$ cat config.mk
export PLATFORM = sky130hd
export DESIGN_NAME = k_way_merge_ordering_queue_core
export DESIGN_NICKNAME = d
export VERILOG_FILES = /design/src/hw/rtl/kwmoq_pkg.sv /design/src/hw/rtl/k_way_merge_ordering_queue_core.sv /design/src/hw/rtl/kwmoq_ctrl.sv /design/src/hw/rtl/kwmoq_dpath.sv
export SDC_FILE = /design/constraint.sdc
export NUM_CORES = 2
export LEC_CHECK = 0
export BUFFER_PORTS_ARGS = -buffer_cell sky130_fd_sc_hd__buf_2
export CAP_MARGIN = 20
export CORE_MARGIN = 4
export CORE_UTILIZATION = 55
export DETAILED_ROUTE_END_ITERATION = 6
export GPL_TIMING_DRIVEN = 1
export PLACE_DENSITY = 0.79
export SLEW_MARGIN = 5
export SYNTH_ARGS = -nofsm -noshare
export SYNTH_HDL_FRONTEND = slang
export SYNTH_SLANG_ARGS = --single-unit
$ cat constraint.sdc
create_clock -name clk -period 15.1 [get_ports clk]
set_input_delay 4.53 -clock clk [delete_from_list [all_inputs] [get_ports clk]]
set_output_delay 4.53 -clock clk [all_outputs]
set_load 0.05 [all_outputs]
$ cat src/hw/rtl/kwmoq_pkg.sv
// Shared types, codes and field layout for the k-way merge ordering queue.
`default_nettype none

package kwmoq_pkg;

    localparam int MAX_SOURCES_DEF = 16;
    localparam int KEY_BITS_DEF    = 32;

    localparam int ID_W        = 4;
    localparam int STAMP_W     = 32;
    localparam int OCC_W       = 5;
    localparam int STATUS_W    = 2;
    localparam int IN_TDATA_W  = 40;
    localparam int OUT_TDATA_W = 48;

    localparam int IN_ID_LSB    = 0;
    localparam int IN_STAMP_LSB = IN_ID_LSB + ID_W;
    localparam int IN_MORE_BIT  = IN_STAMP_LSB + STAMP_W;

    localparam int OUT_VALID_BIT  = 0;
    localparam int OUT_ID_LSB     = OUT_VALID_BIT + 1;
    localparam int OUT_STAMP_LSB  = OUT_ID_LSB + ID_W;
    localparam int OUT_OCC_LSB    = OUT_STAMP_LSB + STAMP_W;
    localparam int OUT_STATUS_LSB = OUT_OCC_LSB + OCC_W;
    localparam int OUT_USED_W     = OUT_STATUS_LSB + STATUS_W;

    typedef enum logic {
        CMD_INSERT  = 1'b0,
        CMD_ADVANCE = 1'b1
    } cmd_t;

    typedef enum logic [STATUS_W-1:0] {
        ST_DONE  = 2'd0,
        ST_FULL  = 2'd1,
        ST_EMPTY = 2'd2
    } status_t;

    typedef struct packed {
        logic    load;
        logic    drop;
        logic    insert;
        logic    report;
        status_t status;
    } dp_cmd_t;

    typedef struct packed {
        logic empty;
        logic full;
        logic more;
    } dp_stat_t;

endpackage

`default_nettype wire

$ cat src/hw/rtl/k_way_merge_ordering_queue_core.sv
// Top level of the k-way merge ordering queue.
//
//  channel | dir | tdata fields (lsb first)                          | tuser
//  s_axis  | in  | source_id[3:0] stamp[35:4] has_more[36]           | cmd
//  m_axis  | out | head_valid[0] head_source[4:1] head_stamp[36:5]   | -
//          |     | occupancy[41:37] status[43:42]                    |
//
// Insert goes through insert and report; advance through drop, then insert
// on reinsertion, then report; a dropped insert or an advance on an empty
// queue goes straight to report. s_tready rises as the result is loaded.
// A full result waits in the output register while the next transaction is
// accepted; the step that loads it stalls until that register is free.
// Reset clears the fill count and control; stored keys need no clearing.
`default_nettype none

module k_way_merge_ordering_queue_core #(
    parameter int MAX_SOURCES = kwmoq_pkg::MAX_SOURCES_DEF,
    parameter int KEY_BITS    = kwmoq_pkg::KEY_BITS_DEF
) (
    input  wire logic                              clk,
    input  wire logic                              rst_n,
    input  wire logic                              s_tvalid,
    output      logic                              s_tready,
    // source_id, stamp, has_more
    input  wire logic [kwmoq_pkg::IN_TDATA_W-1:0]  s_tdata,
    // cmd
    input  wire logic                              s_tuser,
    output      logic                              m_tvalid,
    input  wire logic                              m_tready,
    // head_valid, head_source, head_stamp, occupancy, status
    output      logic [kwmoq_pkg::OUT_TDATA_W-1:0] m_tdata
);

    kwmoq_pkg::dp_cmd_t  dp_cmd;
    kwmoq_pkg::dp_stat_t dp_stat;

    kwmoq_ctrl u_ctrl (
        .clk      (clk),
        .rst_n    (rst_n),
        .s_tvalid (s_tvalid),
        .s_tuser  (s_tuser),
        .s_tready (s_tready),
        .m_tvalid (m_tvalid),
        .m_tready (m_tready),
        .cmd      (dp_cmd),
        .stat     (dp_stat)
    );

    kwmoq_dpath #(
        .MAX_SOURCES (MAX_SOURCES),
        .KEY_BITS    (KEY_BITS)
    ) u_dpath (
        .clk       (clk),
        .rst_n     (rst_n),
        .in_id     (s_tdata[kwmoq_pkg::IN_ID_LSB +: kwmoq_pkg::ID_W]),
        .in_stamp  (s_tdata[kwmoq_pkg::IN_STAMP_LSB +: kwmoq_pkg::STAMP_W]),
        .in_more   (s_tdata[kwmoq_pkg::IN_MORE_BIT]),
        .cmd       (dp_cmd),
        .stat      (dp_stat),
        .out_tdata (m_tdata)
    );

endmodule

`default_nettype wire

$ cat src/hw/rtl/kwmoq_ctrl.sv
// Sequencing state machine for the merge ordering queue.
`default_nettype none

module kwmoq_ctrl (
    input  wire logic                clk,
    input  wire logic                rst_n,
    input  wire logic                s_tvalid,
    input  wire logic                s_tuser,
    output      logic                s_tready,
    output      logic                m_tvalid,
    input  wire logic                m_tready,
    output      kwmoq_pkg::dp_cmd_t  cmd,
    input  wire kwmoq_pkg::dp_stat_t stat
);

    typedef enum logic [1:0] {
        S_IDLE,
        S_DROP,
        S_INSERT,
        S_REPORT
    } state_t;

    state_t             state_reg, state_next;
    kwmoq_pkg::status_t status_reg, status_next;
    logic               m_tvalid_reg, m_tvalid_next;
    logic               accept;
    logic               out_free;

    assign s_tready = (state_reg == S_IDLE);
    assign accept   = s_tvalid && s_tready;
    assign out_free = !m_tvalid_reg || m_tready;
    assign m_tvalid = m_tvalid_reg;

    always_comb
    begin
        state_next    = state_reg;
        status_next   = status_reg;
        m_tvalid_next = m_tvalid_reg && !m_tready;
        cmd.load      = 1'b0;
        cmd.drop      = 1'b0;
        cmd.insert    = 1'b0;
        cmd.report    = 1'b0;
        cmd.status    = status_reg;
        unique case (state_reg)
            S_IDLE:
            begin
                if (accept)
                begin
                    cmd.load    = 1'b1;
                    status_next = kwmoq_pkg::ST_DONE;
                    if (kwmoq_pkg::cmd_t'(s_tuser) == kwmoq_pkg::CMD_ADVANCE)
                    begin
                        if (stat.empty)
                        begin
                            status_next = kwmoq_pkg::ST_EMPTY;
                            state_next  = S_REPORT;
                        end
                        else
                        begin
                            state_next = S_DROP;
                        end
                    end
                    else if (stat.full)
                    begin
                        status_next = kwmoq_pkg::ST_FULL;
                        state_next  = S_REPORT;
                    end
                    else
                    begin
                        state_next = S_INSERT;
                    end
                end
            end
            S_DROP:
            begin
                cmd.drop   = 1'b1;
                state_next = stat.more ? S_INSERT : S_REPORT;
            end
            S_INSERT:
            begin
                cmd.insert = 1'b1;
                state_next = S_REPORT;
            end
            S_REPORT:
            begin
                if (out_free)
                begin
                    cmd.report    = 1'b1;
                    m_tvalid_next = 1'b1;
                    state_next    = S_IDLE;
                end
            end
            default:
            begin
                state_next = S_IDLE;
            end
        endcase
    end

    always_ff @(posedge clk or negedge rst_n)
    begin
        if (!rst_n)
        begin
            state_reg    <= S_IDLE;
            status_reg   <= kwmoq_pkg::ST_DONE;
            m_tvalid_reg <= 1'b0;
        end
        else
        begin
            state_reg    <= state_next;
            status_reg   <= status_next;
            m_tvalid_reg <= m_tvalid_next;
        end
    end

endmodule

`default_nettype wire

$ cat src/hw/rtl/kwmoq_dpath.sv
// Sorted cell row, fill count and result register of the merge ordering queue.
`default_nettype none

module kwmoq_dpath #(
    parameter int MAX_SOURCES = kwmoq_pkg::MAX_SOURCES_DEF,
    parameter int KEY_BITS    = kwmoq_pkg::KEY_BITS_DEF
) (
    input  wire logic                                  clk,
    input  wire logic                                  rst_n,
    input  wire logic [kwmoq_pkg::ID_W-1:0]            in_id,
    input  wire logic [kwmoq_pkg::STAMP_W-1:0]         in_stamp,
    input  wire logic                                  in_more,
    input  wire kwmoq_pkg::dp_cmd_t                    cmd,
    output      kwmoq_pkg::dp_stat_t                   stat,
    output      logic [kwmoq_pkg::OUT_TDATA_W-1:0]     out_tdata
);

    localparam int CNT_W = $clog2(MAX_SOURCES + 1);

    logic [KEY_BITS-1:0]       key_reg  [MAX_SOURCES];
    logic [KEY_BITS-1:0]       key_next [MAX_SOURCES];
    logic [kwmoq_pkg::ID_W-1:0] id_reg  [MAX_SOURCES];
    logic [kwmoq_pkg::ID_W-1:0] id_next [MAX_SOURCES];
    logic [MAX_SOURCES-1:0]    gt;
    logic [CNT_W-1:0]          fill_reg, fill_next;
    logic [KEY_BITS-1:0]       new_key_reg;
    logic [kwmoq_pkg::ID_W-1:0] new_id_reg;
    logic                      more_reg;
    logic [kwmoq_pkg::OUT_TDATA_W-1:0] out_reg;
    logic                      nonempty;
    logic [kwmoq_pkg::ID_W-1:0]    head_id;
    logic [kwmoq_pkg::STAMP_W-1:0] head_stamp;

    assign nonempty   = (fill_reg != '0);
    assign stat.empty = !nonempty;
    assign stat.full  = (fill_reg == CNT_W'(MAX_SOURCES));
    assign stat.more  = more_reg;
    assign head_id    = nonempty ? id_reg[0] : '0;
    assign head_stamp = nonempty ? kwmoq_pkg::STAMP_W'(key_reg[0]) : '0;
    assign out_tdata  = out_reg;

    for (genvar i = 0; i < MAX_SOURCES; i++)
    begin : g_cell
        assign gt[i] = (CNT_W'(i) < fill_reg) && (key_reg[i] > new_key_reg);

        always_comb
        begin
            key_next[i] = key_reg[i];
            id_next[i]  = id_reg[i];
            if (cmd.drop)
            begin
                if (i < MAX_SOURCES - 1)
                begin
                    key_next[i] = key_reg[(i < MAX_SOURCES - 1) ? i + 1 : i];
                    id_next[i]  = id_reg[(i < MAX_SOURCES - 1) ? i + 1 : i];
                end
            end
            else if (cmd.insert)
            begin
                if ((i > 0) && gt[(i > 0) ? i - 1 : i])
                begin
                    key_next[i] = key_reg[(i > 0) ? i - 1 : i];
                    id_next[i]  = id_reg[(i > 0) ? i - 1 : i];
                end
                else if (gt[i] || (CNT_W'(i) == fill_reg))
                begin
                    key_next[i] = new_key_reg;
                    id_next[i]  = new_id_reg;
                end
            end
        end

        always_ff @(posedge clk)
        begin
            key_reg[i] <= key_next[i];
            id_reg[i]  <= id_next[i];
        end
    end

    always_comb
    begin
        fill_next = fill_reg;
        if (cmd.drop)
        begin
            fill_next = fill_reg - CNT_W'(1);
        end
        else if (cmd.insert)
        begin
            fill_next = fill_reg + CNT_W'(1);
        end
    end

    always_ff @(posedge clk or negedge rst_n)
    begin
        if (!rst_n)
        begin
            fill_reg <= '0;
        end
        else
        begin
            fill_reg <= fill_next;
        end
    end

    always_ff @(posedge clk)
    begin
        if (cmd.load)
        begin
            new_key_reg <= KEY_BITS'(in_stamp);
            new_id_reg  <= in_id;
            more_reg    <= in_more;
        end
        if (cmd.drop)
        begin
            new_id_reg <= id_reg[0];
        end
        if (cmd.report)
        begin
            out_reg <= kwmoq_pkg::OUT_TDATA_W'({cmd.status,
                                                kwmoq_pkg::OCC_W'(fill_reg),
                                                head_stamp,
                                                head_id,
                                                nonempty});
        end
    end

endmodule

`default_nettype wire

==> summary.md <==
| Metric | Value |
|---|---|
| Path type of the worst setup path | `flop to primary output` |
| Run status | `completed` |
| Input/output buffers | `87` |
| Cts-stage hold buffer count | `0` |
| Number of gates resized after cts | `0` |
| Fraction of final layout cells with drive strength greater than 1 | `9.42%` |
| First-pass GRT wire length | `206000 um` |
| Post-DP HPWL | `100000 um` |
| Average routed wire per standard cell | `26.4 um` |
| Vias in the first global route | `35500` |
| Average via count per standard cell | `between 7 and 8` |
| Y dimension of the die | `around 290 um` |
| Post-Route Utilization | `60.5%` |
| RSZ-0062 raised after global routing | `no` |
| Class of the worst hold path | `flop to flop` |
| Final weighted congestion of routability-driven global placement | `around 0.93` |
| Number of cells produced by synthesis | `4023` |
| Area overhead of the layout relative to synthesis | `8.65%` |
| Most common cell in the synthesized netlist | `edfxtp_1` |
| Worst-path fanout max | `4` |
| Latest clock arrival within the worst-skew pair | `0.64 ns` |
| Max-slew headroom | `18.9%` |
| Data required time of the worst path | `about 11 ns` |
| Die width | `between 200 and 300 um` |
| Area enclosed by the die boundary | `86500 um2` |
| Number of storage elements in the synthesis netlist | `667` |
| Final worst clock skew | `around 0.03 ns` |
| Aggregate negative setup slack | `0 ns` |
| Slack of the critical path | `roughly 8.9 ns` |
| Placeable Area | `80800 um2` |
| Synth cell count leaders | `edfxtp_1, ha_1, a221o_1` |
| Synthesized area per cell | `~11 um2` |
| Remaining antenna violation count after routing | `0` |
| TritonCTS clock tree | `built` |
| Max reg flops | `about 510` |
| Cells along the critical path | `inv_1 > ha_1 > buf_2` |
| Diodes inserted | `0` |
| Post-synthesis instance area | `45000 um2` |
| Deepest level of the CTS H-tree | `3` |
| Cts bufs inserted | `77` |
| Post-layout nets | `4539` |
| Distinct cell type count after synthesis | `72` |
| Placement Rows | `~100` |
| Count of maximum capacitance violations | `0` |
| Antenna violations before repair | `0` |
| Number of synthesis warnings | `0` |
| First-pass iteration count of the detailed router | `7` |
| Timing-limited maximum frequency | `161 MHz` |
| Clk sink count | `approximately 670` |
| Root buffer cell | `clkbuf_16` |
| Top cell type's share of synthesized area | `a little over two fifths` |
| Sequential element share of the synthesized area | `44.4%` |
| Crit start category | `flop` |
| Transition at the pin with the smallest max-transition slack | `approximately 1.2 ns` |
| Number of setup buffers added after CTS | `0` |
| Area leader, netlist | `edfxtp_1` |
| Synth area leaders | `edfxtp_1, ha_1, a221o_1, o211a_1, a21oi_1` |
| Drt drc | `0` |
| Via count | `36800` |
| Post-synth EDFFs | `657` |
| Final setup fails | `0` |
| Main synth FF type | `edfxtp_1` |
| Hold Violations, Final | `0` |
| Register clock-pin slew on the reported worst setup and hold paths | `0.06 ns` |
| Aggregate global-route resource usage | `between 30 and 40%` |
| Final critical delay including setup and external delays | `6.21 ns` |
| Slew Limit Fails | `0` |
| Number of DRC markers after the initial detailed-route iteration | `between 5000 and 6000` |
| Initial core utilization | `55.7%` |
| Clock tree buffer depth | `3` |
| Slowest library cell on the worst path | `dfrtp_1` |
| Part of the cycle the worst path needs | `41.1%` |
| Total length of routed wires | `135000 um` |
| CP endpoint kind | `primary output` |
| Arrival time at the worst endpoint | `between 1.5 and 2 ns` |
| I/O pins | `95` |
| Post-synth ARST share | `1.50%` |
| Worst slack after detailed placement | `8.98 ns` |
| Biggest cell delay along the critical path | `roughly 0.44 ns` |
| Worst hold-check slack | `0.463 ns` |
| Remaining global-route overflow | `0` |
| Maximum number of pins on one net before global-route repair | `190` |
==> layout by cell type, fill, tap and decap left out, types with 24 or more instances in the layout <==
| cell | count |
|---|---|
| o21ai_0 | 68 |
| o211a_1 | 212 |
| or4_1 | 24 |
| nor2b_1 | 197 |
| nand3_1 | 50 |
| nor2_1 | 80 |
| and2_1 | 39 |
| inv_1 | 64 |
| ha_1 | 520 |
| a221o_1 | 504 |
| nor3_1 | 215 |
| a21oi_1 | 332 |
| clkbuf_16 | 79 |
| buf_2 | 87 |
| nand2_1 | 327 |
| buf_4 | 86 |
| nand4_1 | 121 |
| edfxtp_1 | 657 |
| mux2_2 | 41 |
==> path summary, 6_finish.rpt <==
check                      depth (start not counted)                       to  slack (ns)               startpoint
setup / recovery                                   3                 s_tready        8.89      u_ctrl.state_reg[0]
hold / removal                                     0    u_dpath.out_tdata[42]        0.46     u_ctrl.status_reg[0]
setup reg to reg                                  10  u_dpath.key_reg[1][136]        9.90  u_dpath.new_key_reg[30]
hold reg to reg                                    0    u_dpath.out_tdata[42]        0.46     u_ctrl.status_reg[0]
max in group asynchronous                          1     u_ctrl.status_reg[0]       11.15                    rst_n
min in group asynchronous                          1      u_ctrl.state_reg[1]        3.75                    rst_n
==> metrics by stage <==
stage / instance area, um2 / instances
finish: 48900 / 5096
global placement: 46500 / 4950
floorplan: 45000 / 4026
global route: 48900 / 5096
detailed placement: 46500 / 4951
CTS: 48900 / 5093
==> area by class of cell <==
class                   count  area [um2]
flip-flops and latches    667       20000
clock inverters            40         308
repair buffers            176        1140
multi-input cells        2986       23800
fillers                  6440       31900
inverters                  65         251
clock buffers             102        2100
well taps                1060        1330
==> cell families (layout without fill, tap and decap cells) <==
logic type,Yosys count,in the layout,synth area share (%)
other,1,4,0.00833
buffers and inverters,373,383,3.76
muxes,42,42,1.05
DFF,667,667,44.4
AOI/OAI and AO/OA,1272,1272,23.2
and+or+nand+nor,1142,1142,13.0
adders and majority gates,521,521,14.5
xor gates and xnor gates,5,5,0.0973
==> layer usage <==
layer / track usage [%] / part of all wire, % / up-vias
met5: 0 / 0 / -
met4: 9.92 / 3.4 / 0
met3: 6.63 / 12 / 248
met2: 46.6 / 44 / 2380
met1: 42.3 / 40 / 17800
li1: - / - / 16300
==> critical path, delay by kind of cell (launching register included) <==
family                   cells  cell delay (ns)
adder cells (fa/ha/maj)      1             0.20
flip-flops                   1             0.44
buffers and inverters        2             0.40
Power is not shown: default switching activity piles up to over one toggle a cycle in this logic, so the estimate is an artifact.
